<file path="src/rtl/core/rtls_pkg.sv">
// Package for the rigid task list scheduler: FSM state type, cell control
// struct and sizing constants. No dependencies.
package rtls_pkg;

    localparam int MACHINES_DEF = 16;
    localparam int MACHINES_MAX = 64;
    // Widths sized for the largest supported machine count.
    localparam int MID_MAX_W    = 6;
    localparam int CNT_MAX_W    = 7;

    localparam int TIME_W  = 32;
    localparam int SUM_W   = 48;

    typedef enum logic [2:0] {
        S_IDLE,
        S_SEL,
        S_END,
        S_SUM,
        S_EMIT,
        S_ERR
    } state_t;

    // Broadcast from the sequencer to every cell.
    typedef struct packed {
        logic                 pop;
        logic [CNT_MAX_W-1:0] rem;
        logic [TIME_W-1:0]    ins_time;
        logic [MID_MAX_W-1:0] ins_id;
    } cell_ctl_t;

endpackage

</file>
<file path="src/rtl/core/rtls_cell.sv">
// One cell of the sorted machine chain: holds a (free time, machine id) pair.
// Depends on rtls_pkg.
module rtls_cell #(
    parameter int IDX  = 0,
    parameter int ID_W = 4
) (
    input  logic                  clk,
    input  logic                  rst_n,
    input  rtls_pkg::cell_ctl_t   ctl,
    input  logic [31:0]           nb_time,
    input  logic [ID_W-1:0]       nb_id,
    input  logic                  nb_below,
    output logic [31:0]           time_o,
    output logic [ID_W-1:0]       id_o,
    output logic                  below_o
);

    logic [31:0]     time_reg, time_next;
    logic [ID_W-1:0] id_reg, id_next;
    logic            key_less;
    logic            forced;
    logic [ID_W-1:0] ins_id;

    function automatic logic [rtls_pkg::CNT_MAX_W-1:0] rpkg_idx();
        rpkg_idx = rtls_pkg::CNT_MAX_W'(IDX);
    endfunction

    assign ins_id   = ctl.ins_id[ID_W-1:0];
    assign key_less = (time_reg < ctl.ins_time) ||
                      ((time_reg == ctl.ins_time) && (id_reg < ins_id));
    // Entries still waiting to be popped must stay ahead of reinserted ones.
    assign forced   = (IDX != 0) && (rpkg_idx() <= ctl.rem);
    assign below_o  = (IDX == 0) || forced || key_less;

    always_comb
    begin
        time_next = time_reg;
        id_next   = id_reg;
        if (ctl.pop)
        begin
            priority if (nb_below)
            begin
                time_next = nb_time;
                id_next   = nb_id;
            end
            else if (below_o)
            begin
                time_next = ctl.ins_time;
                id_next   = ins_id;
            end
            else
            begin
                time_next = time_reg;
                id_next   = id_reg;
            end
        end
    end

    always_ff @(posedge clk or negedge rst_n)
    begin
        if (!rst_n)
        begin
            time_reg <= '0;
            id_reg   <= ID_W'(IDX);
        end
        else
        begin
            time_reg <= time_next;
            id_reg   <= id_next;
        end
    end

    assign time_o = time_reg;
    assign id_o   = id_reg;

endmodule

</file>
<file path="src/rtl/core/rigid_task_list_scheduler_unit.sv">
// Top level of the rigid task list scheduler.
// Depends on rtls_pkg and rtls_cell.
//
// Usage: a job request (job_id, width, release_req, duration) is taken at a
// rising edge where start is high and busy is low. busy stays high until every
// result of that job has been shown.
// The machines sit in a chain of cells kept sorted by (free time, machine id),
// so the first width cells are the machines chosen, in choice order.
// Steps for a good job: S_SEL reads the free time of cell width-1 and takes the
// later of it and the release; S_END forms the saturated end time; S_SUM adds
// it to the saturating completion sum; then S_EMIT gives width results, one per
// machine. Each result pops the head cell and reinserts it with the new end
// time, every cell shifting toward the head, taking the insert or holding.
// A bad width (0 or above MACHINES) gives one error result in S_ERR. A new job
// is taken only after the block is back in S_IDLE.
// Results: strobe high for exactly one cycle per result, fields valid in that
// cycle; last marks the final one. The receiver cannot stall, so no result is
// ever held back.
// Reset: all free times are zero, the machine order is by id, the completion
// sum is zero and the block is idle.
module rigid_task_list_scheduler_unit #(
    parameter int MACHINES = rtls_pkg::MACHINES_DEF
) (
    input  logic        clk,
    input  logic        rst_n,
    input  logic        start,
    output logic        busy,
    input  logic [15:0] job_id,
    input  logic [4:0]  width,
    input  logic [31:0] release_req,
    input  logic [23:0] duration,
    output logic        strobe,
    output logic [15:0] out_job_id,
    output logic [3:0]  machine,
    output logic [31:0] start_time,
    output logic [31:0] end_time,
    output logic        last,
    output logic        status,
    output logic [47:0] completion_sum
);

    localparam int ID_W = $clog2(MACHINES);
    localparam int CW   = $clog2(MACHINES + 1);

    rtls_pkg::state_t    state_reg, state_next;
    rtls_pkg::cell_ctl_t ctl;

    logic [15:0]   job_id_reg;
    logic [31:0]   rel_reg;
    logic [23:0]   dur_reg;
    logic [CW-1:0] wcnt_reg;
    logic [CW-1:0] rem_reg, rem_next;
    logic [31:0]   start_reg;
    logic [31:0]   end_reg;
    logic [47:0]   total_reg;

    logic [31:0]     cell_time  [MACHINES];
    logic [ID_W-1:0] cell_id    [MACHINES];
    logic            cell_below [MACHINES];

    logic            accept;
    logic            bad_width;
    logic [ID_W-1:0] sel_idx;
    logic [31:0]     sel_time;
    logic [32:0]     end_sum;
    logic [48:0]     tot_sum;
    logic [ID_W+3:0] mach_ext;

    assign accept    = start && !busy;
    assign bad_width = (width == '0) || (32'(width) > 32'(MACHINES));

    // Chain of cells; during a pop each shifts from its upper neighbor, takes the insert or holds.
    for (genvar i = 0; i < MACHINES; i++)
    begin : g_cell
        logic [31:0]     nb_time;
        logic [ID_W-1:0] nb_id;
        logic            nb_below;
        if (i == MACHINES - 1)
        begin : g_tail
            assign nb_time  = '0;
            assign nb_id    = '0;
            assign nb_below = 1'b0;
        end
        else
        begin : g_mid
            assign nb_time  = cell_time[i+1];
            assign nb_id    = cell_id[i+1];
            assign nb_below = cell_below[i+1];
        end
        rtls_cell #(
            .IDX  (i),
            .ID_W (ID_W)
        ) u_cell (
            .clk      (clk),
            .rst_n    (rst_n),
            .ctl      (ctl),
            .nb_time  (nb_time),
            .nb_id    (nb_id),
            .nb_below (nb_below),
            .time_o   (cell_time[i]),
            .id_o     (cell_id[i]),
            .below_o  (cell_below[i])
        );
    end

    // Popped head comes back with the job's end time.
    assign ctl.pop      = (state_reg == rtls_pkg::S_EMIT);
    assign ctl.rem      = rtls_pkg::CNT_MAX_W'(rem_reg);
    assign ctl.ins_time = end_reg;
    assign ctl.ins_id   = rtls_pkg::MID_MAX_W'(cell_id[0]);

    // Free time of the width-th earliest machine.
    assign sel_idx  = ID_W'(wcnt_reg - CW'(1));
    assign sel_time = cell_time[sel_idx];

    assign end_sum  = {1'b0, start_reg} + 33'(dur_reg);
    assign tot_sum  = {1'b0, total_reg} + 49'(end_reg);
    assign mach_ext = {4'b0000, cell_id[0]};

    // Next state
    always_comb
    begin
        state_next = state_reg;
        unique case (state_reg)
            rtls_pkg::S_IDLE:
            begin
                if (accept)
                    state_next = bad_width ? rtls_pkg::S_ERR : rtls_pkg::S_SEL;
            end
            rtls_pkg::S_SEL:  state_next = rtls_pkg::S_END;
            rtls_pkg::S_END:  state_next = rtls_pkg::S_SUM;
            rtls_pkg::S_SUM:  state_next = rtls_pkg::S_EMIT;
            rtls_pkg::S_EMIT:
            begin
                if (rem_reg == '0)
                    state_next = rtls_pkg::S_IDLE;
            end
            rtls_pkg::S_ERR:  state_next = rtls_pkg::S_IDLE;
            default:          state_next = rtls_pkg::S_IDLE;
        endcase
    end

    always_comb
    begin
        rem_next = rem_reg;
        if (state_reg == rtls_pkg::S_SUM)
            rem_next = wcnt_reg - CW'(1);
        else if (state_reg == rtls_pkg::S_EMIT)
            rem_next = rem_reg - CW'(1);
    end

    always_ff @(posedge clk or negedge rst_n)
    begin
        if (!rst_n)
        begin
            state_reg <= rtls_pkg::S_IDLE;
            total_reg <= '0;
            rem_reg   <= '0;
        end
        else
        begin
            state_reg <= state_next;
            rem_reg   <= rem_next;
            if (state_reg == rtls_pkg::S_SUM)
                total_reg <= tot_sum[48] ? '1 : tot_sum[47:0];
        end
    end

    // Request and working registers
    always_ff @(posedge clk)
    begin
        if (accept)
        begin
            job_id_reg <= job_id;
            rel_reg    <= release_req;
            dur_reg    <= duration;
            wcnt_reg   <= CW'(width);
        end
        if (state_reg == rtls_pkg::S_SEL)
            start_reg <= (rel_reg > sel_time) ? rel_reg : sel_time;
        if (state_reg == rtls_pkg::S_END)
            end_reg <= end_sum[32] ? '1 : end_sum[31:0];
    end

    // Outputs
    always_comb
    begin
        busy           = (state_reg != rtls_pkg::S_IDLE);
        strobe         = 1'b0;
        out_job_id     = job_id_reg;
        machine        = '0;
        start_time     = '0;
        end_time       = '0;
        last           = 1'b0;
        status         = 1'b0;
        completion_sum = total_reg;
        unique case (state_reg)
            rtls_pkg::S_EMIT:
            begin
                strobe     = 1'b1;
                machine    = mach_ext[3:0];
                start_time = start_reg;
                end_time   = end_reg;
                last       = (rem_reg == '0);
            end
            rtls_pkg::S_ERR:
            begin
                strobe = 1'b1;
                last   = 1'b1;
                status = 1'b1;
            end
            default:
            begin
            end
        endcase
    end

endmodule

</file>
<file path="config.mk">
export PLATFORM = sky130hd
export DESIGN_NAME = rigid_task_list_scheduler_unit
export DESIGN_NICKNAME = d
export VERILOG_FILES = /design/src/rtl/core/rtls_pkg.sv /design/src/rtl/core/rtls_cell.sv /design/src/rtl/core/rigid_task_list_scheduler_unit.sv
export SDC_FILE = /design/constraint.sdc
export NUM_CORES = 2
export LEC_CHECK = 0
export ABC_AREA = 1
export BUFFER_PORTS_ARGS = -buffer_cell sky130_fd_sc_hd__clkbuf_2
export CAP_MARGIN = 20
export CORE_MARGIN = 2
export CORE_UTILIZATION = 60
export CTS_CLUSTER_DIAMETER = 100
export DETAILED_ROUTE_END_ITERATION = 12
export PLACE_DENSITY_LB_ADDON = 0.2
export SYNTH_ARGS = -nofsm -noshare
export SYNTH_HDL_FRONTEND = slang
export SYNTH_SLANG_ARGS = --single-unit
</file>
<file path="constraint.sdc">
create_clock -name clk -period 6 [get_ports clk]
set_input_delay 0.9 -clock clk [delete_from_list [all_inputs] [get_ports clk]]
set_output_delay 0.9 -clock clk [all_outputs]
set_load 0.05 [all_outputs]
</file>
==> metrics.csv <==
metric;value;unit
outcome;complete, no violations;
met2WireLength;100.6;mm
slew_viol_final;0;
fin_skew;29.74;ps
synth-compound-area-share;9.497;%
powerDensity;609.7;mW/mm^2
port_buffers;215;
synthMuxAreaShare;0;%
clk_pin_slew;60;ps
maxUsedRoutingLayer;met5;
layout_commonest_cell;nand2_1;
wirelength;247.6;mm
synthesis.nets;9381;
finalPower;39620;uW
hold_slack;181.3;ps
finalCritPeriodShare;91.39;%
hpwlAfterDp;174.1;mm
numCtsBuffers;93;
clock_sinks;773;
root_buffer;clkbuf_16;
slowest_stage;edfxtp_1;
synth-simple-area-share;36.39;%
placed_cells;9880;
cts_setup_buffers;0;
reg2reg_slack;520;ps
start_util;60.67;%
reg2reg_from;wcnt_reg[0]$_DFFE_PP_;
hold_path.class;primary input to asynchronous set/reset pin;
layout.cells.non_filler;10060;
die_area;0.1024;sq mm
drt_iter0_markers;9280;
cts_hold_buf;0;
antenna_found_initial;7;
grt_pass1_wl;370.1;mm
htree_levels;3;
finalHoldViolCount;0;
p_leak;0.03524;uW
synth_fa_ha_area_share;13.00;%
setup-violations-final;0;
avgViaCountPerCell;6.360;
mostFrequentLayoutCells;3,262 x nand2_1, 1,211 x nand3_1, 618 x ha_1;
ys_seq_area_share;33.54;%
cpMostUsedCell;nand2_1;
dr.pass1.iters;9;
drtAntennaViolNets;0;
ctsResizeCount;0;
worst_setup_path_start_kind;register;
crit_buf_inv;6;
ys_seq_elements;773;
maxCapViolCount;0;
die_width;319.9;um
endpoint_kind;register;
cpLargestDelayFamily;buffers and inverters;
worst_pin_slew;1169;ps
slew_headroom;22.07;%
met3_length;37.99;mm
fmax;182.4;MHz
crit_chain;inv_8, ha_2, inv_4, buf_12, o21ai_0, o21ai_0, o211ai_1, nand2_1, inv_1, ha_1, nand4_1, nor4_1, buf_4, nand3_1, nand2_1, buf_4, nand2_1, nand2_1;
synth_top_family_by_area;simple AND/OR/NAND/NOR gates;
drc;0;
ir_drop;0.0004357;V
syn_area;0.05989;sq mm
nNetsFinal;9389;
tns;0;ps
min_period;5483;ps
gp_congestion;1.019;
drive_above_1_share;7.392;%
synth.distinct_cells;49;
cp_slowest_stage_delay;510;ps
clock_latency;710;ps
synthXorXnorAreaFrac;0.5703;%
grt_pass1_vias;59080;
reg2regPathDepth;18;
met1_length;92.42;mm
critPathRequiredTime;6570;ps
grt_overflow;0;
timing.rr.end;start_reg[21]$_DFFE_PN_;
fillCellCount;8862;
area_growth;8.497;%
num_vias;63960;
std_cell_rows;115;
ioPinCount;216;
ys_warn_count;0;
cts_tree;done;
rsz0062_at_grt;no;
die_h;319.9;um
path_class;register to register;
worstPathArrival;6060;ps
largest_reg_flops;512;
grt_max_degree;209;
syn_inst;8680;
avgSynthCellArea;6.900;sq um
grt_usage;47.55;%
critPathMaxFanout;89;
wire_per_inst;24.62;um
coreArea;0.09871;sq mm
cts_buffer_depth;3;
==> where the power goes <==
group	internal, uW	total, uW	switching (uW)
clock	3550	6070	2530
combinational	6650	23500	16900
sequential	7360	10000	2650
==> worst max path at each step <==
stage	start	endpoint	slack (ps)	cells after the start
after detailed placement	wcnt_reg[0]$_DFFE_PP_	start_reg[19]$_DFFE_PN_	820	18
final	wcnt_reg[0]$_DFFE_PP_	start_reg[21]$_DFFE_PN_	520	18
after global placement	wcnt_reg[0]$_DFFE_PP_	start_reg[29]$_DFFE_PN_	810	18
after floorplan	state_reg[2]$_DFFE_PN0P_	dur_reg[0]$_DFFE_PP_	1310	5
after global routing	wcnt_reg[0]$_DFFE_PP_	start_reg[21]$_DFFE_PN_	310	22
after CTS	wcnt_reg[0]$_DFFE_PP_	start_reg[11]$_DFFE_PN_	780	18
==> cells by family (layout without fill, tap and decap cells) <==
kind of cell    after synthesis  in the layout
compound gates             1011           1011
fa+ha+maj                   621            621
flops                       773            773
simple gates               5250           5250
xor+xnor                     39             39
buf+inv                     986           1072
other cells                   0              4
==> metal layers <==
layer  vias up  track usage [%]
li1      28740                -
met4        10            26.01
met3       940            17.62
met2      4703            67.73
met1     29570            62.36
met5         -                0
==> layout make-up <==
| cell class | instances | area [sq um] | share of cell area (%) |
|---|---|---|---|
| sequential | 773 | 20090 | 30.92 |
| multi-input combinational | 6921 | 35650 | 54.86 |
| clock buffer | 144 | 2795 | 4.302 |
| timing repair buffer | 386 | 2507 | 3.859 |
| tap | 1287 | 1610 | 2.478 |
| antenna | 4 | 10.01 | 0.01540 |
| inverter | 513 | 1939 | 2.985 |
| clock inverter | 29 | 379.1 | 0.5834 |
==> synthesized netlist by cell type, drive strengths merged <==
library cell,n,area (sq um)
a21boi,10,86.34
inv,512,1922
o211ai,55,412.9
nor3,40,200.2
nand3,1212,6071
a211oi,1,7.510
xor2,14,122.6
nor4,9,56.30
or2,6,37.54
nand2,3306,12640
dfrtp,600,15010
o221ai,69,604.3
o21a,25,187.7
clkinv,1,3.750
nor2,626,2450
buf,190,1205
ha,619,7745
a32oi,1,8.760
and3,4,25.02
a22oi,2,15.01
o21bai,3,22.52
o21ai,433,2167
nand3b,12,90.09
dfstp,32,840.8
o22ai,24,150.1
a21oi,366,1862
edfxtp,141,4234
a21o,21,157.7
a31oi,1,6.260
xnor2,25,219.0
nand4,34,212.7
or3,1,6.260
fa,2,40.04
clkbuf,283,1062
==> stage by stage <==
stage / worst slack [ps] / util, % / instance area, sq um
after floorplan: 1308 / - / 59890
after global placement: 805.4 / 62.60 / 61790
after detailed placement: 819.7 / 62.60 / 61790
after CTS: 784.0 / 65.82 / 64970
after global routing: 313.8 / 65.82 / 64970
final: 516.5 / 65.83 / 64980
Power figures use the tool's default switching activity.
